==> src/rtl/epm_pkg.sv <==
// ----------------------------------------------------------------------------
// epm_pkg: shared types and constants for the echo ping monitor
// Queue entry, result and configuration structs, sequencer states, register
// indexes and field codes.
// ----------------------------------------------------------------------------
package epm_pkg;

  // Register indexes on the configuration port
  localparam logic [2:0] REG_HOST_0        = 3'd0;
  localparam logic [2:0] REG_PROBE_LIMIT   = 3'd4;
  localparam logic [2:0] REG_PROBE_IVAL    = 3'd5;
  localparam logic [2:0] REG_MIN_REPLY_LEN = 3'd6;

  // Reset values of the registers
  localparam logic [47:0] HOST_ENTRY_RST    = 48'hFFFF_FFFF_0000;
  localparam logic [7:0]  PROBE_LIMIT_RST   = 8'd4;
  localparam logic [31:0] PROBE_IVAL_RST    = 32'd100;
  localparam logic [15:0] MIN_REPLY_LEN_RST = 16'd64;

  // Address that marks a host slot as unused
  localparam logic [31:0] ADDR_OFF = 32'hFFFF_FFFF;

  // Field codes
  localparam logic       REQ_POLL        = 1'b0;
  localparam logic       REQ_REPLY       = 1'b1;
  localparam logic [7:0] KIND_ECHO_REPLY = 8'd0;
  localparam logic       RES_REPLY       = 1'b0;
  localparam logic       RES_REQUEST     = 1'b1;

  // One classified poll waiting for the back end
  typedef struct packed {
    logic        reply_ok;
    logic [31:0] now_time;
    logic [31:0] src_ip;
    logic [15:0] reply_ident;
    logic [15:0] reply_seq;
  } qent_t;

  // One result item
  typedef struct packed {
    logic        result_kind;
    logic [1:0]  host_index;
    logic [31:0] dest_ip;
    logic [15:0] echo_ident;
    logic [7:0]  probe_seq;
    logic [7:0]  replies_seen;
    logic        is_last;
  } res_t;

  // Shared scalar configuration
  typedef struct packed {
    logic [7:0]  probe_limit;
    logic [31:0] probe_interval;
    logic [15:0] min_reply_len;
  } cfg_t;

  // Back-end sequencer states
  typedef enum logic [1:0] {
    S_IDLE,
    S_REPLY,
    S_SCAN,
    S_FLUSH
  } state_t;

endpackage

==> src/rtl/epm_front.sv <==
// ----------------------------------------------------------------------------
// epm_front: input side of the echo ping monitor
// Accepts poll items, decides whether the carried reply qualifies and holds
// them in a two-entry queue for the back end.
// ----------------------------------------------------------------------------
module epm_front (
  input  logic          clk,
  input  logic          rst,
  input  logic          in_valid,
  output logic          in_stall,
  input  logic          req_type,
  input  logic [31:0]   now_time,
  input  logic [31:0]   src_ip,
  input  logic [15:0]   reply_len,
  input  logic [7:0]    icmp_kind,
  input  logic [15:0]   reply_ident,
  input  logic [15:0]   reply_seq,
  input  logic [15:0]   min_reply_len,
  output logic          q_valid,
  output epm_pkg::qent_t q_data,
  input  logic          q_pop
);
  import epm_pkg::*;

  qent_t       slot [2];
  logic        wr_ptr;
  logic        rd_ptr;
  logic [1:0]  count;
  logic        push;
  qent_t       ent;

  // Classify the item: only a well-formed echo reply is worth matching
  always_comb begin
    ent.reply_ok    = (req_type == REQ_REPLY) && (icmp_kind == KIND_ECHO_REPLY) &&
                      (reply_len >= min_reply_len);
    ent.now_time    = now_time;
    ent.src_ip      = src_ip;
    ent.reply_ident = reply_ident;
    ent.reply_seq   = reply_seq;
  end

  assign in_stall = (count == 2'd2);
  assign push     = in_valid && !in_stall;
  assign q_valid  = (count != 2'd0);
  assign q_data   = slot[rd_ptr];

  // Store accepted items
  always_ff @(posedge clk) begin
    if (push) begin
      slot[wr_ptr] <= ent;
    end
  end

  // Advance queue pointers and fill level
  always_ff @(posedge clk) begin
    if (rst) begin
      wr_ptr <= 1'b0;
      rd_ptr <= 1'b0;
      count  <= 2'd0;
    end else begin
      if (push) begin
        wr_ptr <= ~wr_ptr;
      end
      if (q_pop) begin
        rd_ptr <= ~rd_ptr;
      end
      if (push && !q_pop) begin
        count <= count + 2'd1;
      end else if (q_pop && !push) begin
        count <= count - 2'd1;
      end
    end
  end

endmodule

==> src/rtl/epm_back.sv <==
// ----------------------------------------------------------------------------
// epm_back: host sequencer of the echo ping monitor
// Matches the reply of one queued poll against all hosts, then walks the
// hosts one per cycle unless a probe stalls, deciding on probes. One
// result is held back so that the last one of an item can be marked.
// ----------------------------------------------------------------------------
module epm_back #(
  parameter int NUM_HOSTS = 4
) (
  input  logic           clk,
  input  logic           rst,
  input  logic [47:0]    host_entry [NUM_HOSTS],
  input  epm_pkg::cfg_t  cfg,
  input  logic           q_valid,
  input  epm_pkg::qent_t q_data,
  output logic           q_pop,
  output logic           out_valid,
  input  logic           out_stall,
  output epm_pkg::res_t  out_res
);
  import epm_pkg::*;

  localparam int HW = (NUM_HOSTS > 1) ? $clog2(NUM_HOSTS) : 1;

  state_t        state;
  state_t        state_next;
  logic [HW-1:0] hidx;
  qent_t         cur;
  res_t          pend;
  logic          pend_valid;
  res_t          pend_out;

  logic [7:0]    next_seq       [NUM_HOSTS];
  logic [7:0]    reply_count    [NUM_HOSTS];
  logic [31:0]   last_send_time [NUM_HOSTS];

  logic          out_free;
  logic          out_load;
  logic          reply_hit;
  logic [HW-1:0] match_idx;
  logic [7:0]    match_cnt;
  res_t          reply_res;
  logic [31:0]   h_addr;
  logic [7:0]    h_seq;
  logic [7:0]    h_cnt;
  logic [31:0]   h_elapsed;
  logic          fire;
  logic          scan_hold;
  logic          scan_end;
  logic          flush_done;
  logic          take;
  res_t          probe_res;

  assign out_free = !out_valid || !out_stall;

  // Find the lowest host that the reply belongs to
  always_comb begin
    reply_hit = 1'b0;
    match_idx = '0;
    for (int i = 0; i < NUM_HOSTS; i++) begin
      if (!reply_hit && cur.reply_ok &&
          host_entry[i][47:16] == cur.src_ip &&
          host_entry[i][15:0] == cur.reply_ident &&
          cur.reply_seq < {8'd0, next_seq[i]}) begin
        reply_hit = 1'b1;
        match_idx = HW'(i);
      end
    end
    match_cnt = (reply_count[match_idx] == 8'hFF) ? 8'hFF :
                reply_count[match_idx] + 8'd1;
    reply_res.result_kind  = RES_REPLY;
    reply_res.host_index   = 2'(match_idx);
    reply_res.dest_ip      = host_entry[match_idx][47:16];
    reply_res.echo_ident   = host_entry[match_idx][15:0];
    reply_res.probe_seq    = next_seq[match_idx];
    reply_res.replies_seen = match_cnt;
    reply_res.is_last      = 1'b0;
  end

  // Probe decision for the host under the scan pointer
  always_comb begin
    h_addr    = host_entry[hidx][47:16];
    h_seq     = next_seq[hidx];
    h_cnt     = reply_count[hidx];
    h_elapsed = cur.now_time - last_send_time[hidx];
    fire      = (state == S_SCAN) && (h_addr != ADDR_OFF) &&
                (h_cnt != cfg.probe_limit) && (h_seq < cfg.probe_limit) &&
                (h_elapsed > cfg.probe_interval);
    probe_res.result_kind  = RES_REQUEST;
    probe_res.host_index   = 2'(hidx);
    probe_res.dest_ip      = h_addr;
    probe_res.echo_ident   = host_entry[hidx][15:0];
    probe_res.probe_seq    = h_seq;
    probe_res.replies_seen = h_cnt;
    probe_res.is_last      = 1'b0;
  end

  // Stall a probe while the held result cannot move on
  assign scan_hold  = fire && pend_valid && !out_free;
  assign scan_end   = (hidx == HW'(NUM_HOSTS - 1));
  assign flush_done = (state == S_FLUSH) && (!pend_valid || out_free);
  assign take       = q_valid && ((state == S_IDLE) || flush_done);
  assign q_pop      = take;

  // Move the held result to the output register
  assign out_load = (fire && !scan_hold && pend_valid) ||
                    ((state == S_FLUSH) && pend_valid && out_free);

  // Next state
  always_comb begin
    state_next = state;
    case (state)
      S_IDLE: begin
        if (take) begin
          state_next = S_REPLY;
        end
      end
      S_REPLY: begin
        state_next = S_SCAN;
      end
      S_SCAN: begin
        if (!scan_hold && scan_end) begin
          state_next = S_FLUSH;
        end
      end
      S_FLUSH: begin
        if (flush_done) begin
          state_next = take ? S_REPLY : S_IDLE;
        end
      end
      default: begin
        state_next = S_IDLE;
      end
    endcase
  end

  always_ff @(posedge clk) begin
    if (rst) begin
      state <= S_IDLE;
    end else begin
      state <= state_next;
    end
  end

  // Load the next queued poll
  always_ff @(posedge clk) begin
    if (take) begin
      cur <= q_data;
    end
  end

  always_comb begin
    pend_out         = pend;
    pend_out.is_last = (state == S_FLUSH);
  end

  // Update host state, held result and output register
  always_ff @(posedge clk) begin
    if (rst) begin
      hidx       <= '0;
      pend_valid <= 1'b0;
      out_valid  <= 1'b0;
      for (int i = 0; i < NUM_HOSTS; i++) begin
        next_seq[i]       <= 8'd0;
        reply_count[i]    <= 8'd0;
        last_send_time[i] <= 32'd0;
      end
    end else begin
      out_valid <= out_load || (out_valid && out_stall);
      if (out_load) begin
        out_res <= pend_out;
      end
      case (state)
        S_REPLY: begin
          hidx <= '0;
          if (reply_hit) begin
            reply_count[match_idx] <= match_cnt;
            pend                   <= reply_res;
            pend_valid             <= 1'b1;
          end
        end
        S_SCAN: begin
          if (!scan_hold) begin
            if (fire) begin
              next_seq[hidx]       <= h_seq + 8'd1;
              last_send_time[hidx] <= cur.now_time;
              pend                 <= probe_res;
              pend_valid           <= 1'b1;
            end
            if (!scan_end) begin
              hidx <= hidx + HW'(1);
            end
          end
        end
        S_FLUSH: begin
          if (pend_valid && out_free) begin
            pend_valid <= 1'b0;
          end
        end
        default: begin
        end
      endcase
    end
  end

endmodule

==> src/rtl/echo_ping_monitor.sv <==
// ----------------------------------------------------------------------------
// echo_ping_monitor: echo probe tracker for a small set of hosts
// Counts qualifying echo replies per host and issues echo requests when a
// host's probe interval has run out.
//
//   channel | direction | handshake            | payload
//   --------+-----------+----------------------+-----------------------------
//   in      | in        | in_valid / in_stall  | req_type .. reply_seq
//   out     | out       | out_valid / out_stall| result_kind .. is_last
//   cfg     | in        | cfg_wr               | cfg_index, cfg_data
//
// In the back end an item passes through the reply match, a probe scan of
// every host and a final step that marks the last result.
// That scan of the host table sets the rate; a two-entry queue takes items
// while the scan runs. Reset clears all host counters and times at once.
// A stalled output holds the scan only when a probe must push out a result.
// ----------------------------------------------------------------------------
module echo_ping_monitor #(
  parameter int NUM_HOSTS = 4
) (
  input  logic        clk,
  input  logic        rst,
  input  logic        cfg_wr,
  input  logic [2:0]  cfg_index,
  input  logic [47:0] cfg_data,
  input  logic        in_valid,
  output logic        in_stall,
  input  logic        req_type,
  input  logic [31:0] now_time,
  input  logic [31:0] src_ip,
  input  logic [15:0] reply_len,
  input  logic [7:0]  icmp_kind,
  input  logic [15:0] reply_ident,
  input  logic [15:0] reply_seq,
  output logic        out_valid,
  input  logic        out_stall,
  output logic        result_kind,
  output logic [1:0]  host_index,
  output logic [31:0] dest_ip,
  output logic [15:0] echo_ident,
  output logic [7:0]  probe_seq,
  output logic [7:0]  replies_seen,
  output logic        is_last
);
  import epm_pkg::*;

  logic [47:0] host_entry [NUM_HOSTS];
  cfg_t        cfg;
  logic        q_valid;
  qent_t       q_data;
  logic        q_pop;
  res_t        out_res;

  // Configuration registers
  always_ff @(posedge clk) begin
    if (rst) begin
      for (int i = 0; i < NUM_HOSTS; i++) begin
        host_entry[i] <= HOST_ENTRY_RST;
      end
      cfg.probe_limit    <= PROBE_LIMIT_RST;
      cfg.probe_interval <= PROBE_IVAL_RST;
      cfg.min_reply_len  <= MIN_REPLY_LEN_RST;
    end else if (cfg_wr) begin
      for (int i = 0; i < NUM_HOSTS; i++) begin
        if (cfg_index == REG_HOST_0 + 3'(i)) begin
          host_entry[i] <= cfg_data;
        end
      end
      case (cfg_index)
        REG_PROBE_LIMIT:   cfg.probe_limit    <= cfg_data[7:0];
        REG_PROBE_IVAL:    cfg.probe_interval <= cfg_data[31:0];
        REG_MIN_REPLY_LEN: cfg.min_reply_len  <= cfg_data[15:0];
        default: begin
        end
      endcase
    end
  end

  epm_front u_front (
    .clk           (clk),
    .rst           (rst),
    .in_valid      (in_valid),
    .in_stall      (in_stall),
    .req_type      (req_type),
    .now_time      (now_time),
    .src_ip        (src_ip),
    .reply_len     (reply_len),
    .icmp_kind     (icmp_kind),
    .reply_ident   (reply_ident),
    .reply_seq     (reply_seq),
    .min_reply_len (cfg.min_reply_len),
    .q_valid       (q_valid),
    .q_data        (q_data),
    .q_pop         (q_pop)
  );

  epm_back #(
    .NUM_HOSTS (NUM_HOSTS)
  ) u_back (
    .clk        (clk),
    .rst        (rst),
    .host_entry (host_entry),
    .cfg        (cfg),
    .q_valid    (q_valid),
    .q_data     (q_data),
    .q_pop      (q_pop),
    .out_valid  (out_valid),
    .out_stall  (out_stall),
    .out_res    (out_res)
  );

  // Split the result onto its ports
  assign result_kind  = out_res.result_kind;
  assign host_index   = out_res.host_index;
  assign dest_ip      = out_res.dest_ip;
  assign echo_ident   = out_res.echo_ident;
  assign probe_seq    = out_res.probe_seq;
  assign replies_seen = out_res.replies_seen;
  assign is_last      = out_res.is_last;

  // An accepted item is waiting in the queue on the next cycle
  a_push_queued: assert property (@(posedge clk) disable iff (rst)
    in_valid && !in_stall |=> q_valid)
    else $error("accepted item not queued");

  // The back end only takes from a non-empty queue
  a_pop_valid: assert property (@(posedge clk) disable iff (rst)
    q_pop |-> q_valid)
    else $error("pop from empty queue");

  // No result straight after reset
  a_reset_quiet: assert property (@(posedge clk)
    $past(rst) |-> !out_valid)
    else $error("result presented after reset");

endmodule

==> config.mk <==
export PLATFORM = sky130hd
export DESIGN_NAME = echo_ping_monitor
export DESIGN_NICKNAME = d
export VERILOG_FILES = /design/src/rtl/epm_pkg.sv /design/src/rtl/epm_front.sv /design/src/rtl/epm_back.sv /design/src/rtl/echo_ping_monitor.sv
export SDC_FILE = /design/constraint.sdc
export NUM_CORES = 2
export LEC_CHECK = 0
export BUFFER_PORTS_ARGS = -buffer_cell sky130_fd_sc_hd__buf_2
export CORE_ASPECT_RATIO = 1.75
export CORE_MARGIN = 4
export CORE_UTILIZATION = 35
export CTS_CLUSTER_SIZE = 10
export DETAILED_ROUTE_END_ITERATION = 8
export PLACE_DENSITY = 0.5
export SLEW_MARGIN = 20
export SYNTH_ARGS = -nofsm -noshare
export SYNTH_HDL_FRONTEND = slang
export SYNTH_SLANG_ARGS = --single-unit
export TNS_END_PERCENT = 10
==> constraint.sdc <==
create_clock -name clk -period 32.6 [get_ports clk]
set_input_delay 4.89 -clock clk [delete_from_list [all_inputs] [get_ports clk]]
set_output_delay 4.89 -clock clk [all_outputs]
set_load 0.03 [all_outputs]
---- After elaboration in Yosys (flattened, before gate mapping) ----
Memory sizes are Yosys's and may differ from the RTL's. A register that Yosys moved wholly into a read port is not among the register bits.
Cells that the tools add are included.
Widths: inputs -> output; s select.
operators by class
  $add $sub $neg .......................... 6
  $lt $le $gt $ge ......................... 9
  eq/ne operators ......................... 30
  multiplexer cells ....................... 61
  bitwise gates (word level) .............. 5
  reductions and logical operators ........ 73
operators with widths
  operator              count
  $mux 68               3
  $bmux 48 s2           2
  $mux 48               4
  $pmux 68 s2           1
  $eq 32x32->1          4
  $eq 16x16->1          4
  $lt 16x8->1           4
  $mux 2                18
  $logic_and 1x1->1     35
  $gt 32x32->1          1
  $mux 32               1
  $ne 32x32->1 const B  1
  $reduce_or 32->1      1
  $sub 32x32->32        1
  $mux 1                26
  $mux 8                3
  $add 8x1->8 const B   2
  $ge 16x16->1          1
  $reduce_and 2->1      8
  $reduce_or 8->1       2
  $logic_not 1->1       11
  $ne 2x2->1 const B    5
  $reduce_and 5->1      2
  $eq 3x3->1 const B    3
  23 further kinds      41
word-level totals
  register bits ........................... 393
  bits in writable memories ............... 386
  bits of input ports ..................... 177
  output and inout port bits .............. 70
  logic and storage cells ................. 215
  memories kept ........................... 4
memories
  name                   words  width  read ports  clocked after memory_dff  write ports  line             source
  u_front.slot           2      97     1           1                         1            epm_front.sv:25  qent_t slot [2];
  u_back.last_send_time  4      32     1           1                         4            epm_back.sv:35   logic [31:0] last_send_time [NUM_HOSTS];
  u_back.next_seq        4      8      6           1                         4            epm_back.sv:33   logic [7:0] next_seq [NUM_HOSTS];
  u_back.reply_count     4      8      2           1                         4            epm_back.sv:34   logic [7:0] reply_count [NUM_HOSTS];

---- Logic depth before layout (Yosys ltp) ----
  depth in word-level cells ............... 29
  mapped depth ............................ 30
  depth with buffers taken out ............ 26

---- By module ----
A second synthesis with hierarchy kept.
unflattened totals
  cell total of the unflattened synthesis .. 3474
  area, all modules ....................... 43648.1 um^2
by module, submodules not included
  module             times used  cells each  area an instance (um^2)  seq. area each (um^2)
  epm_back           1           2203        26410.3                  12892.4
  echo_ping_monitor  1           886         9486.6                   4964.8
  epm_front          1           385         7751.2                   5925.7

---- Worst setup path before layout ----
Ideal clock, no wire load.
  path kind ............................... register to register
  start point ............................. reg (tool-made name)
  end point ............................... reg u_back.pend[10] (netlist name), enable pin
  library setup time ...................... 0.588 ns
  data arrival time ....................... 11.260 ns
  data required time ...................... 32.012 ns
  setup slack ............................. 20.752 ns
  cell stages (with the launch flop) ...... 29
  path buffers ............................ 5
  clock period less this slack ............ 11.848 ns
  path through ............................ dfxtp_1 > buf_2 > buf_1 > buf_1 > mux4_2 > inv_1 > ha_1 > clkbuf_1 > a21o_1 > a21o_1 > a21oi_1 > o21ai_0 > a2111oi_0 > nand3_1 > a311oi_1 > nor4_1 > o31a_1 > nor2_1 > xnor2_1 > ha_1 > nand4_1 > nor4_1 > a2111oi_0 > o2111ai_1 > a21oi_1 > nand2_1 > clkbuf_1 > a21o_1 > nor3b_1
RTL lines
  item                  line             source
  end signal, assigned  epm_back.sv:178  pend <= reply_res;
  end signal, assigned  epm_back.sv:187  pend <= probe_res;
  end, declared         epm_back.sv:29   res_t pend;

==> flow_metrics.tcl <==
set metrics [dict create \
    cts_tree "built" \
    grt_first_pass_wirelength_microns 202000 \
    drv_slew 0 \
    cap_violations 0 \
    postCtsSetupBuffers 0 \
    synth_largest_area_cell "edfxtp_1" \
    first_global_vias 29057 \
    clock_skew_ns 0.0495 \
    track_usage_pct 22.3 \
    ys_warn_count 0 \
    synth_most_common_cell "nand2_1" \
    antenna_found_initial 12 \
    overflow 0 \
    path_clk_slew_ns 0.06 \
    fin_nets 4083 \
    start_util_pct 35.2 \
    fin_crit_ns 8.97 \
    netlist_area_sq_um 41500 \
    ctsRootBufferMaster "clkbuf_16" \
    fin_setup_tns_ns 0 \
    tightest_slew_ns 1.25 \
    vias 28633 \
    yosysSeqAreaShare_pct 57.2 \
    final_antenna_net_count 0 \
    gp_congestion 0.948 \
    grt_start_max_net_pins 92 \
    core_sq_um 118000 \
    wirelength_microns 140000 \
    pre_cts_slack_ns 23.41 \
    timing.fmax_mhz 111 \
    ios 247 \
    drive_gt1_share_pct 17.8 \
    end_kind "flop" \
    hold_violations 0 \
    numCtsBuffers 99 \
    die_h_microns 464 \
    dr.pass1.iters 6 \
    cp-start-kind "flop" \
    synthCells 3582 \
    crit_fanout 41 \
    ir_worst_vdd_uv 45.0 \
    hold_buffers 0 \
    std_cell_rows 167 \
    crit_arrival_ns 9.33 \
    synth-edff-count 618 \
    worst_slack_ns 23.63 \
    power_leakage_nw 17.0 \
    path_class "flop to flop" \
    synth_top_cells_by_count "nand2_1, edfxtp_1, dfxtp_1, a21oi_1, inv_1" \
    synthTopCellsByArea "edfxtp_1, dfxtp_1, nand2_1" \
    rsz0062_at_grt "false" \
    cts_max_level 3 \
    ys_async_sr_fraction_pct 0 \
    finalCritPeriodShare_pct 27.5 \
    viasPerCell 5.31 \
    required_ns 32.97 \
    yosys.area.top_type_share_pct 44.7 \
    drc 0 \
    die_width_microns 268 \
    max_slew_margin_pct 15.9 \
    clock_latency_ns 0.74 \
    synthesis.nets 3884 \
    wl_per_cell_microns 26.0 \
    synth_cell_types 72 \
    syn_area_per_cell_sq_um 11.6 \
    synthToLayoutAreaGrowth_pct 14.0 \
    clk_path_buf_depth 3 \
    drt_iter0_drc 1959 \
    portBuffers 246 \
    dp_hpwl_microns 101000 \
    power_density_nw_per_um2 74.4 \
    die_area_sq_um 125000 \
    outcome "completed" \
    cts_resized 0 \
    hold_path_class "flop to flop" \
    ys_ff_latch 878 \
    setup_violations 0 \
    clock-sinks 878 \
    yosys_most_used_dff "edfxtp_1" \
]
-- logic make-up after synthesis --
| family | share of synthesized area [%] |
|---|---|
| flops | 57.2 |
| mux | 11.0 |
| compound gates | 6.63 |
| buf+inv | 3.27 |
| simple gates | 13.8 |
| fa+ha+maj | 3.78 |
| xor+xnor | 4.34 |
-- sequential cells by signal, indices dropped and copies added, names as in the netlist, named ones only --
signal                 cells
u_back.hidx                2
u_front.rd_ptr             1
u_front.slot             194
u_back.out_res            68
u_back.out_valid           1
u_front.count              2
u_back.last_send_time    128
u_front.wr_ptr             1
u_back.reply_count        32
u_back.next_seq           32
u_back.cur                97
u_back.pend_valid          1
host_entry               192
u_back.pend               67
cfg                       56
u_back.state               2
-- final timing paths --
path | endpoint | depth (start not counted) | start | slack [ns]
min | u_back.out_res[16] | 0 | u_back.pend[16] | 0.40
max | u_back.last_send_time[2][16] | 26 | flop | 23.63
max reg2reg | u_back.last_send_time[2][16] | 26 | flop | 23.63
min reg2reg | u_back.out_res[16] | 0 | u_back.pend[16] | 0.40
-- layout by cell type, fill, tap and decap left out, drive strengths merged, types with 50 or more instances in the layout --
cell type,instances
and2,108
buf,286
nand2,666
inv,165
mux4,96
ha,124
a21oi,166
mux2i,67
dfxtp,260
o21ai,153
clkbuf,176
edfxtp,618
xnor2,86
xor2,120
mux2,154
nand3,145
nor2,85
nand4,50
-- power by group --
group | leakage, nW | switching [mW] | internal, mW
Combinational | 7.63 | 0.561 | 0.356
Clock | 1.42 | 0.460 | 0.593
Sequential | 8.00 | 0.167 | 1.39
Total | 17.0 | 1.19 | 2.34
-- stage by stage --
step / cells / instance area (sq um) / hold WS (ns) / power [mW] / util (%)
2_1_floorplan: 3582 / 41500 / 0.400 / 2.13 / -
3_3_place_gp: 5201 / 44400 / 0.402 / 2.49 / 37.6
3_5_place_dp: 5201 / 44400 / 0.405 / 2.50 / 37.6
4_1_cts: 5383 / 47400 / 0.417 / 3.57 / 40.1
5_1_grt: 5385 / 47400 / 0.420 / 3.70 / 40.1
6_report: 5388 / 47400 / 0.404 / 3.53 / 40.1
-- layer usage --
layer / wire, microns / share of wire [%] / global-route usage [%] / vias to the layer above
li1: - / - / - / 13261
met1: 51100 / 36 / 25.0 / 14101
met2: 72000 / 51 / 39.8 / 958
met3: 7710 / 5.5 / 3.60 / 303
met4: 9270 / 6.6 / 12.7 / 10
met5: 73 / 0.052 / 0 / -
-- worst max-delay path, cell delays in order (launching register included) --
cell and delay [ns]:
dfxtp_4 0.69, buf_4 0.52, mux4_2 0.57, inv_1 0.08, ha_1 0.25, a21o_1 0.19
a21oi_1 0.25, o211ai_1 0.12, a21oi_1 0.27, o21ai_0 0.26, a211oi_1 0.47, o31ai_1 0.20
o21ai_0 0.45, o21ai_0 0.14, a21oi_1 0.19, xnor2_1 0.14, ha_1 0.26, nand4_1 0.13
nor4_1 0.11, a2111oi_0 0.38, o2111ai_1 0.21, nand2b_1 0.21, a211oi_2 0.25, buf_4 0.41
and3b_2 0.79, or2_2 0.56, buf_4 0.45
-- layout make-up --
type	instances	area (sq um)
flip-flops and latches	878	23800
multi-input cells	2353	16600
repair buffers	286	1530
diodes	5	12.5
inverters	163	614
fillers	11266	70700
clock buffers	176	2870
clock inverters	6	108
well taps	1521	1900
Note: power is estimated with default switching activity, not from simulation.
